`src/sv/absm_pkg.sv`:
```
// ----------------------------------------------------------------------------
// absm_pkg
// shared types, codes and widths of the a/b boot slot manager
// ----------------------------------------------------------------------------
`default_nettype none

package absm_pkg;

    localparam int VERSION_BYTES_DEF = 8;
    localparam int TAG_W             = 64;
    localparam int SUM_W             = 32;
    localparam int CNT_W             = 16;
    localparam int STATE_W           = 3;
    localparam int OP_W              = 3;

    localparam int S_DATA_W = 96;
    localparam int S_USER_W = 4;
    localparam int M_DATA_W = 152;
    localparam int M_USER_W = 1;

    localparam logic [OP_W-1:0] OP_QUERY_SLOT   = 3'd0;
    localparam logic [OP_W-1:0] OP_QUERY_ACTIVE = 3'd1;
    localparam logic [OP_W-1:0] OP_STAGE        = 3'd2;
    localparam logic [OP_W-1:0] OP_ACTIVATE     = 3'd3;
    localparam logic [OP_W-1:0] OP_CONFIRM      = 3'd4;
    localparam logic [OP_W-1:0] OP_ROLLBACK     = 3'd5;

    localparam logic [STATE_W-1:0] SLOT_EMPTY    = 3'd0;
    localparam logic [STATE_W-1:0] SLOT_VALID    = 3'd1;
    localparam logic [STATE_W-1:0] SLOT_ACTIVE   = 3'd2;
    localparam logic [STATE_W-1:0] SLOT_ROLLBACK = 3'd3;
    localparam logic [STATE_W-1:0] SLOT_FAILED   = 3'd4;

    localparam logic STATUS_OK      = 1'b0;
    localparam logic STATUS_REFUSED = 1'b1;

    typedef struct packed {
        logic exec;
    } absm_cmd_t;

    function automatic logic [CNT_W-1:0] sat_inc(input logic [CNT_W-1:0] v);
        sat_inc = (v == {CNT_W{1'b1}}) ? v : v + CNT_W'(1);
    endfunction

endpackage

`default_nettype wire

```
`src/sv/ab_boot_slot_manager.sv`:
```
// ----------------------------------------------------------------------------
// ab_boot_slot_manager
// two-slot boot manager: stage, activate, confirm, rollback and query
// ----------------------------------------------------------------------------
// usage
//   one request on the s_axis channel gives exactly one result on m_axis
//   request tuser carries the operation and slot index, tdata the version
//   tag and checksum used by stage
//   result tuser is the status, tdata the active slot, pending flag and the
//   full record of the reported slot, all as they stand after the request
//   latency: the result is valid the cycle after the request is accepted
//   throughput: one request per cycle while results are taken at once; the
//   single result register sets this, a new request enters in the cycle its
//   predecessor's result is taken
//   when the receiver stalls, the result holds and s_axis_tready stays low
//   reset clears both slots to empty with zero records, active slot a,
//   nothing pending and no result valid
// ----------------------------------------------------------------------------
`default_nettype none

module ab_boot_slot_manager
    import absm_pkg::*;
#(
    parameter int VERSION_BYTES = VERSION_BYTES_DEF
)
(
    input  wire logic                clk,
    input  wire logic                rst_n,
    input  wire logic                s_axis_tvalid,
    output logic                     s_axis_tready,
    // version_tag[63:0], checksum_in[95:64]
    input  wire logic [S_DATA_W-1:0] s_axis_tdata,
    // operation[2:0], slot_index[3]
    input  wire logic [S_USER_W-1:0] s_axis_tuser,
    output logic                     m_axis_tvalid,
    input  wire logic                m_axis_tready,
    // active_now[0], pending_now[1], reported_state[4:2],
    // reported_version[68:5], reported_checksum[100:69], reported_health[101],
    // reported_boots[117:102], reported_successes[133:118],
    // reported_failures[149:134], zero pad[151:150]
    output logic [M_DATA_W-1:0]      m_axis_tdata,
    // status[0]
    output logic [M_USER_W-1:0]      m_axis_tuser
);

    absm_cmd_t cmd;

    absm_ctrl u_ctrl (
        .clk           (clk),
        .rst_n         (rst_n),
        .s_axis_tvalid (s_axis_tvalid),
        .s_axis_tready (s_axis_tready),
        .m_axis_tvalid (m_axis_tvalid),
        .m_axis_tready (m_axis_tready),
        .cmd           (cmd)
    );

    absm_dpath #(
        .VERSION_BYTES (VERSION_BYTES)
    ) u_dpath (
        .clk         (clk),
        .rst_n       (rst_n),
        .cmd         (cmd),
        .operation   (s_axis_tuser[2:0]),
        .slot_index  (s_axis_tuser[3]),
        .version_tag (s_axis_tdata[63:0]),
        .checksum_in (s_axis_tdata[95:64]),
        .result_data (m_axis_tdata),
        .result_user (m_axis_tuser)
    );

endmodule

`default_nettype wire

```
`src/sv/absm_ctrl.sv`:
```
// ----------------------------------------------------------------------------
// absm_ctrl
// request handshake control: accepts a request, holds the result until taken
// ----------------------------------------------------------------------------
`default_nettype none

module absm_ctrl
    import absm_pkg::*;
(
    input  wire logic      clk,
    input  wire logic      rst_n,
    input  wire logic      s_axis_tvalid,
    output logic           s_axis_tready,
    output logic           m_axis_tvalid,
    input  wire logic      m_axis_tready,
    output absm_cmd_t      cmd
);

    localparam logic S_IDLE = 1'b0;
    localparam logic S_FULL = 1'b1;

    logic state_reg;
    logic state_next;
    logic accept;

    assign s_axis_tready = (state_reg == S_IDLE) || m_axis_tready;
    assign accept        = s_axis_tvalid && s_axis_tready;
    assign m_axis_tvalid = (state_reg == S_FULL);
    assign cmd.exec      = accept;

    always_comb
    begin
        unique case (state_reg)
            S_IDLE:
            begin
                state_next = accept ? S_FULL : S_IDLE;
            end
            S_FULL:
            begin
                if (accept)
                begin
                    state_next = S_FULL;
                end
                else if (m_axis_tready)
                begin
                    state_next = S_IDLE;
                end
                else
                begin
                    state_next = S_FULL;
                end
            end
            default:
            begin
                state_next = S_IDLE;
            end
        endcase
    end

    always_ff @(posedge clk or negedge rst_n)
    begin
        if (!rst_n)
        begin
            state_reg <= S_IDLE;
        end
        else
        begin
            state_reg <= state_next;
        end
    end

endmodule

`default_nettype wire

```
`src/sv/absm_dpath.sv`:
```
// ----------------------------------------------------------------------------
// absm_dpath
// slot records, command execution and the registered result
// ----------------------------------------------------------------------------
`default_nettype none

module absm_dpath
    import absm_pkg::*;
#(
    parameter int VERSION_BYTES = VERSION_BYTES_DEF
)
(
    input  wire logic                  clk,
    input  wire logic                  rst_n,
    input  wire absm_cmd_t             cmd,
    input  wire logic [OP_W-1:0]       operation,
    input  wire logic                  slot_index,
    input  wire logic [TAG_W-1:0]      version_tag,
    input  wire logic [SUM_W-1:0]      checksum_in,
    output logic [M_DATA_W-1:0]        result_data,
    output logic [M_USER_W-1:0]        result_user
);

    localparam int VW = VERSION_BYTES * 8;

    logic [STATE_W-1:0] state_reg   [2];
    logic [VW-1:0]      version_reg [2];
    logic [SUM_W-1:0]   sum_reg     [2];
    logic               health_reg  [2];
    logic [CNT_W-1:0]   boots_reg   [2];
    logic [CNT_W-1:0]   succ_reg    [2];
    logic [CNT_W-1:0]   fail_reg    [2];
    logic               active_reg;
    logic               pending_reg;

    logic [STATE_W-1:0] state_next   [2];
    logic [VW-1:0]      version_next [2];
    logic [SUM_W-1:0]   sum_next     [2];
    logic               health_next  [2];
    logic [CNT_W-1:0]   boots_next   [2];
    logic [CNT_W-1:0]   succ_next    [2];
    logic [CNT_W-1:0]   fail_next    [2];
    logic               active_next;
    logic               pending_next;

    logic [M_DATA_W-1:0] data_reg;
    logic [M_USER_W-1:0] user_reg;

    logic [VW-1:0] trimmed;
    logic          act;
    logic          oth;
    logic          act_ok;
    logic          rb_ok;
    logic          status;
    logic          rep;

    // keep bytes up to the first zero byte
    always_comb
    begin
        logic keep;
        keep = 1'b1;
        for (int i = 0; i < VERSION_BYTES; i++)
        begin
            if (version_tag[8*i +: 8] == 8'd0)
            begin
                keep = 1'b0;
            end
            trimmed[8*i +: 8] = keep ? version_tag[8*i +: 8] : 8'd0;
        end
    end

    always_comb
    begin
        act    = active_reg;
        oth    = ~active_reg;
        act_ok = (state_reg[slot_index] == SLOT_VALID)
              || (state_reg[slot_index] == SLOT_ACTIVE);
        rb_ok  = (state_reg[oth] == SLOT_ROLLBACK) || (state_reg[oth] == SLOT_VALID);

        for (int i = 0; i < 2; i++)
        begin
            state_next[i]   = state_reg[i];
            version_next[i] = version_reg[i];
            sum_next[i]     = sum_reg[i];
            health_next[i]  = health_reg[i];
            boots_next[i]   = boots_reg[i];
            succ_next[i]    = succ_reg[i];
            fail_next[i]    = fail_reg[i];
        end
        active_next  = active_reg;
        pending_next = pending_reg;
        status       = STATUS_OK;

        unique case (operation)
            OP_QUERY_SLOT, OP_QUERY_ACTIVE:
            begin
                status = STATUS_OK;
            end
            OP_STAGE:
            begin
                version_next[slot_index] = trimmed;
                sum_next[slot_index]     = checksum_in;
                state_next[slot_index]   = SLOT_VALID;
                health_next[slot_index]  = 1'b0;
                boots_next[slot_index]   = '0;
                succ_next[slot_index]    = '0;
                fail_next[slot_index]    = '0;
            end
            OP_ACTIVATE:
            begin
                if (!act_ok)
                begin
                    status = STATUS_REFUSED;
                end
                else
                begin
                    if (act != slot_index)
                    begin
                        state_next[act] = SLOT_ROLLBACK;
                    end
                    state_next[slot_index] = SLOT_ACTIVE;
                    boots_next[slot_index] = sat_inc(boots_reg[slot_index]);
                    active_next            = slot_index;
                    pending_next           = 1'b1;
                end
            end
            OP_CONFIRM:
            begin
                health_next[act] = 1'b1;
                succ_next[act]   = sat_inc(succ_reg[act]);
                pending_next     = 1'b0;
            end
            OP_ROLLBACK:
            begin
                if (rb_ok)
                begin
                    state_next[act] = SLOT_FAILED;
                    fail_next[act]  = sat_inc(fail_reg[act]);
                    state_next[oth] = SLOT_ACTIVE;
                    active_next     = oth;
                    pending_next    = 1'b0;
                end
                else
                begin
                    status = STATUS_REFUSED;
                end
            end
            default:
            begin
                status = STATUS_REFUSED;
            end
        endcase

        rep = ((operation == OP_QUERY_SLOT) || (operation == OP_STAGE)
            || (operation == OP_ACTIVATE)) ? slot_index : active_next;
    end

    always_ff @(posedge clk or negedge rst_n)
    begin
        if (!rst_n)
        begin
            for (int i = 0; i < 2; i++)
            begin
                state_reg[i]   <= SLOT_EMPTY;
                version_reg[i] <= '0;
                sum_reg[i]     <= '0;
                health_reg[i]  <= 1'b0;
                boots_reg[i]   <= '0;
                succ_reg[i]    <= '0;
                fail_reg[i]    <= '0;
            end
            active_reg  <= 1'b0;
            pending_reg <= 1'b0;
        end
        else if (cmd.exec)
        begin
            for (int i = 0; i < 2; i++)
            begin
                state_reg[i]   <= state_next[i];
                version_reg[i] <= version_next[i];
                sum_reg[i]     <= sum_next[i];
                health_reg[i]  <= health_next[i];
                boots_reg[i]   <= boots_next[i];
                succ_reg[i]    <= succ_next[i];
                fail_reg[i]    <= fail_next[i];
            end
            active_reg  <= active_next;
            pending_reg <= pending_next;
        end
    end

    always_ff @(posedge clk)
    begin
        if (cmd.exec)
        begin
            data_reg <= {2'b00, fail_next[rep], succ_next[rep], boots_next[rep],
                         health_next[rep], sum_next[rep], TAG_W'(version_next[rep]),
                         state_next[rep], pending_next, active_next};
            user_reg <= status;
        end
    end

    assign result_data = data_reg;
    assign result_user = user_reg;

endmodule

`default_nettype wire

```
`config.mk`:
```
export PLATFORM = sky130hd
export DESIGN_NAME = ab_boot_slot_manager
export DESIGN_NICKNAME = d
export VERILOG_FILES = /design/src/sv/absm_pkg.sv /design/src/sv/ab_boot_slot_manager.sv /design/src/sv/absm_ctrl.sv /design/src/sv/absm_dpath.sv
export SDC_FILE = /design/constraint.sdc
export NUM_CORES = 1
export LEC_CHECK = 0
export BUFFER_PORTS_ARGS = -buffer_cell sky130_fd_sc_hd__buf_2
export CORE_ASPECT_RATIO = 1.1
export CORE_MARGIN = 4
export CORE_UTILIZATION = 40
export CTS_BUF_LIST = sky130_fd_sc_hd__clkbuf_16
export DETAILED_ROUTE_END_ITERATION = 10
export GPL_ROUTABILITY_DRIVEN = 0
export PLACE_DENSITY = 0.66
export SLEW_MARGIN = 20
export SYNTH_ARGS = -nofsm -noshare
export SYNTH_HDL_FRONTEND = slang
export SYNTH_SLANG_ARGS = --single-unit
```
`constraint.sdc`:
```
create_clock -name clk -period 8.66 [get_ports clk]
set_input_delay 1.299 -clock clk [delete_from_list [all_inputs] [get_ports clk]]
set_output_delay 1.299 -clock clk [all_outputs]
set_load 0.02 [all_outputs]
```
# Word level (Yosys, flattened, before mapping)
# Index checks and enable logic that the tools add are counted.
[classes]
magnitude_cmp = 7
n_reduce_logical = 19
n_mux = 106
add_sub_neg = 3
n_eq_ne = 13
n_bitwise = 28
[ops]
columns = ["operator", "count"]
rows = [
  ["16-bit 2-to-1 mux", 23],
  ["64-bit 2-to-1 mux", 5],
  ["32-bit 2-to-1 mux", 6],
  ["32-bit one-hot mux with 2 select lines", 3],
  ["128-bit bitwise mux", 1],
  ["128-bit 2-to-1 mux", 1],
  ["32-bit AND", 3],
  ["32-bit bitwise mux", 3],
  ["64-bit bitwise mux", 1],
  ["64-bit demux with 1-bit select", 1],
  ["8-bit logical NOT", 8],
  ["8-bit 2-to-1 mux", 8],
  ["16-bit by 1-bit adder with 16-bit output (second input constant)", 3],
  ["16-bit equality test (second input constant)", 3],
  ["3-bit 2-to-1 mux", 12],
  ["16-bit demux with 1-bit select", 2],
  ["32-bit demux with 1-bit select", 1],
  ["32-bit NOT", 1],
  ["6-bit 2-to-1 mux", 5],
  ["1-bit 2-to-1 mux", 23],
  ["6-bit one-hot mux with 3 select lines", 1],
  ["4-bit AND", 4],
  ["4-bit NOT", 4],
  ["3-bit by 2-bit equality test with 1-bit output (second input constant)", 4],
  ["other kinds (20)", 50],
]
[word_totals]
wordCells = 195
register_bits = 450
output_inout_bits = 155

# Depth between registers and ports, before layout
# Gate-level depths: netlist of run 1.
[logic_depth]
word_depth = 16
depth_mapped = 13

# Cells and area by module
# A second synthesis of run 1 with hierarchy kept.
[hier_totals]
cells_unflattened = 2027
hier_area_um2 = 21216.6
[by_module_without_submodules]
columns = ["module", "cells_each", "area_per_inst_um2", "n_inst", "seq_area_each_um2"]
rows = [
  ["absm_dpath", 2023, 21162.8, 1, 11991.5],
  ["absm_ctrl", 4, 53.8, 1, 25.0],
]

# Worst setup path before layout of run 1
# OpenSTA, ideal clock, no wires.
[synth_path]
path_kind = "in2reg"
from = "in m_axis_tready"
to = "reg u_dpath.succ_reg[21] (netlist name)"
required_ns = 8.577
arrival_time_ns = 7.670
setup_slack_ns = 0.907
path_stages = 9
setup_ns = 0.083
cell_sequence = "nand2b_1 > nand2_1 > inv_1 > clkbuf_1 > buf_1 > nand2_1 > a31oi_1 > o21ai_0 > o21ai_0"
[synth_via]
elab_chain_cells = 2
[synth_lines]
columns = ["item", "line_no", "source"]
rows = [
  ["start: declaration", "ab_boot_slot_manager.sv:36", "input wire logic m_axis_tready,"],
  ["1-bit logical OR", "absm_ctrl.sv:26", "assign s_axis_tready = (state_reg == S_IDLE) || m_axis_tready;"],
  ["1-bit logical AND", "absm_ctrl.sv:27", "assign accept = s_axis_tvalid && s_axis_tready;"],
  ["net cmd", "ab_boot_slot_manager.sv:46", "absm_cmd_t cmd;"],
  ["end signal: indexed assignment", "absm_dpath.sv:184", "succ_reg[i] <= succ_next[i];"],
  ["end: declaration", "absm_dpath.sv:31", "logic [CNT_W-1:0] succ_reg [2];"],
]
# The timed path passes the listed nets, and every way through them passes these cells.
# A chain may end at the register's enable or synchronous reset.

# Worst setup path after layout of run 1
[layout_path]
from = "in s_axis_tuser[3]"
to = "reg u_dpath.data_reg[111], in the netlist u_dpath.result_data[111], data pin"
[layout_via]
elab_chain_cells = 13
elab_cells_between_ends = 30
cone_classes = "add/sub (1); order compare (2); eq/ne (3); mux (18); bitwise (4); reduce/logical (2)"
[layout_lines]
columns = ["item", "line_no", "source"]
rows = [
  ["start: declaration", "ab_boot_slot_manager.sv:34", "input wire logic [S_USER_W-1:0] s_axis_tuser,"],
  ["branches (longest 10 deep; another with 16-bit by 1-bit adder with 16-bit output)", "n/a", ""],
  ["16-bit 2-to-1 mux (implied by the code) (*) (3 in series)", "absm_dpath.sv:196", "data_reg <= {2'b00, fail_next[rep], succ_next[rep], boots_next[rep],"],
  ["end signal: assignment", "absm_dpath.sv:196", ""],
  ["end: declaration", "absm_dpath.sv:46", "logic [M_DATA_W-1:0] data_reg;"],
]
# Mark *: on every way between the ends. The select of a mux whose other input is x is not followed.

==> metrics, run 1 <==
initial antenna violation count 6; Levels on crit path 9; skew final 0.0256 ns; post-synthesis average cell area 10.8 sq um; P_leak 10.6 nW; I/O Buffers 256; H-tree depth 2; Overall Power 6.23 mW; Reg2Reg Depth 9; CTS clk-pin slew, worst paths 0.06 ns; pin count of the biggest net entering global routing 127; maximum VDD drop 0.155 mV; Hold Path Stages 2; fmax 244 MHz; CTS tree yes; DR iter-0 viols 1,770; Setup CP Type input port to register; final hold violations 0; Seq/Total Area, Yosys 0.570; vias 16.9k; register bit total from synthesis 450; Worst Tran Pin Value 1.18 ns; gr usage total 0.203; Hold/Removal Path Class register to register; cts hold-fix bufs 0; Final Cycle Share 0.472; worst slack, placed 4.01 ns; CP max-delay cell buf_2; CTS buffer count 48; ys async rst share 0.664; Synth Instances 1,955; Routed Antenna Nets 0; ratio of cells with drive above 1 in the final layout 0.233; worst path buffer plus inverter count 1; cells along the critical path buf_2 > mux2_2 > ha_1 > nand4_1 > a221oi_4 > nand3_2 > a311oi_2 > o22ai_1 > a221oi_2; Cell variety after synth 82; CP required 9.08 ns; drt drc 0; Post-DP HPWL 37.2 mm; worst-path fanout max 44; Hold WS 0.478 ns; max cap viols 0; fin crit period 4.09 ns; row count 87; Post-synth EDFFs 151; Pins Over Slew Limit 0; crit path launch type input port; worst rel slew slack 0.208; vias in the first global route 16.4k; WL final 59.5 mm; post-DR vias/cell 5.90; TNS Setup 0 ns; YS warnings 0; Area Growth Syn to Fin 15.3%; grt ovf 0; outcome complete, no violations; Synth Flop Type dfrtp_1; P per Cell Area 256 mW/mm^2; first-pass GRT wire length 93.1 mm; Top delay family on crit path compound AO/OA/AOI/OAI gates; initial cell density of the core 0.408; CTS Buffer Depth 3; CTS root buf clkbuf_16; Skew-Pair Late Insertion Delay 0.59 ns; core area 0.0517 sq mm; Nets 2,255; RSZ-0062 raised after global routing false; Worst path max stage delay 0.66 ns; CTS resizes 0; postcts setup bufs 0; number of flip-flops in the largest register 150; overall die width 227 um; arrival time worst endpoint 4.51 ns; CP Capture Type register; final setup fails 0; DIE AREA 0.0564 sq mm; design area 0.0243 sq mm; placed instance area 0.0228 sq mm; Sink Count 450; Pre-antenna DRT Iters 5; WL/cell 20.8 um; Mapped Area 0.0211 sq mm; IO Count 259; DIE HEIGHT 249 um; setup ws final 4.57 ns
-- worst reg2reg max path: stages, from the launching register on --
cell	delay [ns]
dfrtp_2	0.53
buf_4	0.60
mux2_2	0.37
ha_1	0.16
inv_1	0.07
a21oi_2	0.40
nand4_2	0.55
a21oi_1	0.48
a221oi_1	0.12
nor2_1	0.22
-- layout make-up --
cell class / instances / area (sq um)
fill: 4671 / 27400
sequential: 450 / 12000
multi-input combinational: 1363 / 8460
timing repair buffer: 277 / 1470
clock buffer: 49 / 1230
tap: 667 / 835
clock inverter: 41 / 248
inverter: 8 / 35.0
antenna: 4 / 10.0
-- layout by cell type, fill, tap and decap left out, types with 5 or more instances in the layout --
master / n
nand4b_1: 5
a221oi_1: 23
a22oi_1: 7
mux2_2: 98
a22o_1: 56
a21o_1: 7
edfxtp_1: 151
and4_1: 5
o21ai_1: 8
clkinv_1: 14
nor2_1: 151
nand2b_1: 15
dfrtp_1: 298
o221a_2: 23
or4_1: 6
nand3_1: 76
and2_1: 14
buf_4: 19
mux2i_1: 38
nand2_1: 294
o21a_1: 10
nand4_1: 9
nor2b_1: 5
o21ai_0: 180
nor3_1: 20
a31oi_1: 23
a21oi_1: 75
nand3b_1: 11
xor2_1: 7
xnor2_1: 13
o211ai_1: 5
inv_1: 15
clkinv_2: 11
o31ai_1: 7
a211oi_1: 17
clkbuf_16: 49
buf_2: 255
nor4_1: 8
o22ai_1: 67
-- stage by stage --
| step | std cells | util |
|---|---|---|
| 5_1_grt | 2859 | 0.470 |
| 6_report | 2859 | 0.470 |
| 3_3_place_gp | 2765 | 0.441 |
| 4_1_cts | 2855 | 0.470 |
| 2_1_floorplan | 1956 | - |
| 3_5_place_dp | 2765 | 0.441 |
-- Yosys cell counts, drive strengths merged, types with 10 or more instances --
| cell type | n | area share |
|---|---|---|
| o22ai | 68 | 0.020 |
| mux2 | 98 | 0.052 |
| nor3 | 23 | 0.0059 |
| dfrtp | 299 | 0.36 |
| edfxtp | 151 | 0.22 |
| o221a | 23 | 0.012 |
| nor2 | 154 | 0.027 |
| nand2b | 16 | 0.0047 |
| buf | 70 | 0.018 |
| and2 | 15 | 0.0046 |
| a211oi | 19 | 0.0080 |
| a221oi | 27 | 0.014 |
| clkbuf | 65 | 0.012 |
| o21ai | 189 | 0.045 |
| nand2 | 298 | 0.053 |
| xnor2 | 13 | 0.0054 |
| nand3 | 77 | 0.019 |
| o21a | 10 | 0.0036 |
| nand3b | 12 | 0.0049 |
| nand4 | 10 | 0.0033 |
| a31oi | 24 | 0.0078 |
| mux2i | 38 | 0.018 |
| a22o | 56 | 0.023 |
| a21oi | 76 | 0.018 |
-- path summary, 6_finish.rpt --
| check | from | to | slack [ns] |
|---|---|---|---|
| worst min-delay path | u_dpath.version_reg[88] | u_dpath.version_reg[88] | 0.48 |
| worst min register to register | u_dpath.version_reg[88] | u_dpath.version_reg[88] | 0.48 |
| min in group asynchronous | rst_n | u_dpath.version_reg[34] | 0.77 |
| max in group asynchronous | rst_n | u_dpath.act | 6.41 |
| worst max-delay path | s_axis_tuser[3] | u_dpath.result_data[111] | 4.57 |
| worst max register to register | u_dpath.act | u_dpath.result_data[121] | 4.97 |
-- metal layers --
layer / up-vias / wire length, um / global-route usage
li1: 7590 / - / -
met1: 8420 / 25300 / 0.281
met2: 723 / 27900 / 0.324
met3: 122 / 4630 / 0.0430
met4: 4 / 1630 / 0.0593
met5: - / 34 / 0
-- cell families after synthesis --
| family | synth area share |
|---|---|
| muxes | 0.0704 |
| DFF | 0.570 |
| buffers and inverters | 0.0314 |
| and+or+nand+nor | 0.143 |
| xor gates and xnor gates | 0.00831 |
| adders and majority gates | 0.00178 |
| other | 0.000178 |
| AOI/OAI and AO/OA | 0.175 |
-- power breakdown --
group | internal, mW | switching (mW) | total, mW
Clock | 1.06 | 0.869 | 1.93
Sequential | 2.64 | 0.202 | 2.84
Combinational | 0.545 | 0.908 | 1.45
Total | 4.25 | 1.98 | 6.23
No activity file was read; power rests on OpenSTA's default activity.
==> inputs of run 2 (changes only) <==
- PLACE_DENSITY: 0.66 -> 0.68
- clock period: 8.66 -> 3.5 ns (I/O delays scaled with it)
==> metrics, run 2 (same netlist as run 1, synthesis figures left out) <==
placed insts 2,789 (+0.87%); grt ovf 0 (unchanged); CTS clk-pin slew, worst paths 0.06 ns (about the same); postcts setup bufs 0 (unchanged); H-tree depth 2 (unchanged); vias in the first global route 16.8k (+2.3%); Pre-antenna DRT Iters 7 (+2); most frequent cells in the layout dfrtp_1, nand2_1, buf_2; WL final 60.6 mm (+1.7%); drt drc 0 (unchanged); fmax 329 MHz; Sink Count 450 (unchanged); post-DR vias/cell 5.83 (-1.1%); Final Cycle Share 0.870; final setup fails 0 (unchanged); fin crit period 3.04 ns; DR iter-0 viols 1,638 (-7.5%); Post-Layout Cell Count 2,886 (+0.94%); Skew-Pair Late Insertion Delay 0.59 ns (about the same); I/O Buffers 256 (unchanged); pin count of the biggest net entering global routing 145 (+14%); CTS buffer count 49 (+2.1%); worst-path fanout max 27 (-39%); Worst Tran Pin Value 1.03 ns (-0.154 ns); fin util 0.478 (+0.00806); CTS Buffer Depth 3 (unchanged); Setup CP Type register to register; P per Cell Area 642 mW/mm^2 (+150%); first-pass GRT wire length 94.7 mm (+1.7%); crit path launch type register; gr usage total 0.208 (+0.00423); worst rel slew slack 0.314 (+0.106); initial antenna violation count 5 (-1); row count 87 (unchanged); design area 0.0247 sq mm (+1.7%); most common cell after layout, fill and taps aside dfrtp_1; core area 0.0517 sq mm (unchanged); overall die width 227 um (unchanged); skew final 0.0191 ns (-0.00645 ns); max cap viols 0 (unchanged); CTS tree yes; maximum VDD drop 0.313 mV (+100%); CTS root buf clkbuf_16; ratio of cells with drive above 1 in the final layout 0.239 (+0.00665); initial cell density of the core 0.408 (unchanged); Area Growth Syn to Fin 17.3%; filler instances 4,666 (-0.11%); IO Count 259 (unchanged); Nets 2,281 (+1.2%); placed instance area 0.0231 sq mm (+1.2%); CP required 3.78 ns (-5.30 ns); DIE AREA 0.0564 sq mm (unchanged); TNS Setup 0 ns (unchanged); arrival time worst endpoint 3.33 ns (-1.18 ns); Post-DP HPWL 38.5 mm (+3.6%); Routed Antenna Nets 0 (unchanged); number of flip-flops in the largest register 150 (unchanged); Pins Over Slew Limit 0 (unchanged); WL/cell 21.0 um (+0.79%); vias 16.8k (-0.15%); outcome complete, no violations; P_leak 10.9 nW (+2.2%); RSZ-0062 raised after global routing false; CP Capture Type register; DIE HEIGHT 249 um (unchanged); final hold violations 0 (unchanged); Hold/Removal Path Class input port to register
==> run 2: final timing paths <==
check | start | to | slack [ns] | cells past startpoint
max reg2reg | u_dpath.act | u_dpath.result_data[142] | 0.46 | 8
min | s_axis_tvalid | u_ctrl.m_axis_tvalid | 0.15 | 2
max | u_dpath.act | u_dpath.result_data[142] | 0.46 | 8
min in group asynchronous | rst_n | u_dpath.version_reg[102] | 0.58 | 2
max in group asynchronous | rst_n | u_dpath.succ_reg[21] | 1.94 | 3
min reg2reg | u_dpath.version_reg[96] | u_dpath.version_reg[96] | 0.48 | 2
==> run 2: area by class of cell <==
cell class	count	area [sq um]	share of cell area
antenna	4	10.0	0.000405
clock inverter	41	330	0.0134
inverter	8	35.0	0.00142
multi-input combinational	1363	8450	0.342
timing repair buffer	302	1760	0.0714
clock buffer	51	1280	0.0516
tap	667	835	0.0338
sequential	450	12000	0.486
==> run 2: routing by layer <==
| metal | track usage | vias up | wire length (um) |
|---|---|---|---|
| li1 | - | 7650 | - |
| met1 | 0.279 | 8318 | 25300 |
| met2 | 0.339 | 738 | 28900 |
| met3 | 0.0401 | 124 | 4570 |
| met4 | 0.0677 | 4 | 1810 |
| met5 | 0 | - | 21 |
==> run 2: worst max-delay path: stages (launching register included) <==
cell	delay, ns
dfrtp_2	0.63
buf_4	0.39
mux2_2	0.25
ha_1	0.18
o21ai_0	0.24
nor3_2	0.50
nand2_1	0.19
a21oi_1	0.18
o21ai_0	0.18
==> run 2: timing repair <==
item | in CTS | in global routing
endpoints found under the hold margin | 3 | 0
gates resized for setup | 0 | 0
hold buffers | 1 | 0
==> run 2: power breakdown <==
part / internal [mW] / leakage [nW] / switching [mW]
Clock: 2.95 / 0.832 / 2.18
Combinational: 1.43 / 4.65 / 2.26
Sequential: 6.54 / 5.39 / 0.513
Total: 10.9 / 10.9 / 4.95
==> run 2: metrics by stage <==
step	power, mW	hold WS [ns]	worst slack [ns]
CTS	16.0	0.127	0.482
global route	16.7	0.166	0.267
global placement	10.7	0.462	0.390
detailed placement	10.8	0.472	0.235
floorplan	9.55	0.229	0.293
finish	15.9	0.154	0.456
==> inputs of run 3 (changes only) <==
- CELL_PAD_IN_SITES_DETAIL_PLACEMENT: not set -> 1
- CELL_PAD_IN_SITES_GLOBAL_PLACEMENT: not set -> 1
- CORE_ASPECT_RATIO: 1.1 -> not set
- PLACE_DENSITY: 0.68 -> 0.81
- clock period: 3.5 -> 2.6 ns (I/O delays scaled with it)
==> metrics, run 3 (same netlist as run 1, synthesis figures left out) <==
crit path launch type register; Hold/Removal Path Class input port to register; CTS tree yes; grt ovf 0 (unchanged); initial antenna violation count 5 (unchanged); pin count of the biggest net entering global routing 108 (-26%); Overall Power 21.9 mW (+38%); DIE AREA 0.0564 sq mm (about the same); arrival time worst endpoint 2.85 ns (-0.48 ns); vias 17.8k (+6.0%); placed instance area 0.0240 sq mm (+3.8%); worst rel slew slack 0.493 (+0.179); RSZ-0062 raised after global routing true; Post-Layout Cell Count 3,002 (+4.0%); CTS Buffer Depth 3 (unchanged); most common cell after layout, fill and taps aside dfrtp_1; TNS Setup 0 ns (unchanged); maximum VDD drop 0.544 mV (+74%); row count 83 (-4.6%); Routed Antenna Nets 0 (unchanged); Setup CP Type register to register; final hold violations 0 (unchanged); CTS root buf clkbuf_16; Sink Count 450 (unchanged); core area 0.0517 sq mm (about the same); I/O Buffers 256 (unchanged); Sw Ratio 0.323 (+0.0109); post-DR vias/cell 5.94 (+1.9%); Pint 14.8 mW (+36%); drt drc 0 (unchanged); design area 0.0257 sq mm (+3.9%); outcome complete, no violations; gr usage total 0.243 (+0.0354); number of flip-flops in the largest register 150 (unchanged); worst slack, placed -0.637 ns (-0.872 ns); vias in the first global route 19.1k (+14%); Pre-antenna DRT Iters 5 (-2); most frequent cells in the layout dfrtp_1, nand2_1, buf_2; setup ws final 0.0890 ns (-0.367 ns); DR iter-0 viols 1,395 (-15%); fmax 398 MHz (+21%); CP Capture Type register; P per Cell Area 853 mW/mm^2 (+33%); Area Growth Syn to Fin 21.9%; clock share of power 0.315 (-0.008); Worst Tran Pin Value 0.761 ns (-0.269 ns); WL final 70.4 mm (+16%); initial cell density of the core 0.407 (about the same); ratio of cells with drive above 1 in the final layout 0.281 (+0.0414); max cap viols 0 (unchanged); net load switching power 7.07 mW (+43%); overall die width 238 um (+4.7%); Final Cycle Share 0.966 (+0.0960); IO Count 259 (unchanged); Pins Over Slew Limit 0 (unchanged); first-pass GRT wire length 110 mm (+16%); DIE HEIGHT 238 um (-4.5%); Post-DP HPWL 47.0 mm (+22%); CTS clk-pin slew, worst paths 0.06 ns (about the same); worst-path fanout max 6 (-78%); CTS buffer count 49 (unchanged); CP required 2.94 ns (-0.84 ns); fin crit period 2.51 ns (-0.533 ns); combinational power share 0.249 (+0.016); WL/cell 23.4 um (+12%); Nets 2,385 (+4.6%); final setup fails 0 (unchanged); sequential share of power 0.436 (-0.008); Skew-Pair Late Insertion Delay 0.60 ns (about the same); H-tree depth 2 (unchanged); skew final 0.0347 ns (+0.0156 ns); P_leak 11.4 nW (+5.1%); placed insts 2,899 (+3.9%)
run 3: final timing paths:
check | startpoint | endpoint | slack (ns) | depth (start not counted)
worst min-delay path | s_axis_tdata[85] | u_dpath.sum_reg[21] | 0.06 | 2
max in group asynchronous | rst_n | u_dpath.version_reg[70] | 1.45 | 3
worst max-delay path | u_dpath.boots_reg[17] | u_dpath.result_data[110] | 0.09 | 9
worst max register to register | u_dpath.boots_reg[17] | u_dpath.result_data[110] | 0.09 | 9
min in group asynchronous | rst_n | u_dpath.boots_reg[14] | 0.33 | 2
worst min register to register | u_dpath.version_reg[17] | u_dpath.version_reg[17] | 0.48 | 2
run 3: worst max-delay path, stage by stage, from the launching register on:
cell and delay [ns]:
dfrtp_1 0.41, mux2_4 0.20, ha_4 0.16, nand4_1 0.18, a221oi_4 0.37, buf_4 0.20, a21boi_2 0.20, xnor2_1 0.16
a221oi_1 0.31, a21oi_2 0.08
run 3: what timing repair did:
action / 4_1_cts / 5_1_grt
resized for setup: 3 / 11
hold buffers: 1 / 0
pin swaps: 1 / 3
endpoints found under the hold margin: 49 / 0
cloned: 0 / 0
endpoints found under the setup margin: 11 / 49
buffers inserted: 4 / 3
run 3: stage by stage:
| stage | hold WS, ns | utilization |
|---|---|---|
| detailed placement | 0.375 | 0.463 |
| floorplan | 0.0944 | - |
| global route | 0.0438 | 0.497 |
| global placement | 0.364 | 0.463 |
| finish | 0.0630 | 0.497 |
| CTS | 0.0315 | 0.495 |
run 3: final cells by class:
cell class / instances / area, sq um
diodes: 3 / 7.51
clock buffers: 50 / 1250
repair buffers: 406 / 2610
well taps: 680 / 851
clock inverters: 42 / 325
fillers: 5641 / 26000
flip-flops and latches: 450 / 12000
inverters: 8 / 35.0
multi-input cells: 1363 / 8580
run 3: power groups by stage:
stage	clock [mW]	sequential, mW	combinational (mW)
2_1_floorplan	0	9.88	3.01
3_3_place_gp	0	9.53	5.08
3_5_place_dp	0	9.64	5.35
4_1_cts	7.04	9.54	5.45
5_1_grt	7.37	9.67	5.92
6_report	6.90	9.56	5.46
run 3: per-layer routing:
layer  wire, um  GRT usage
met5         23          0
met4       2370     0.0879
met3       4130     0.0361
met2      34000      0.409
met1      29800      0.322
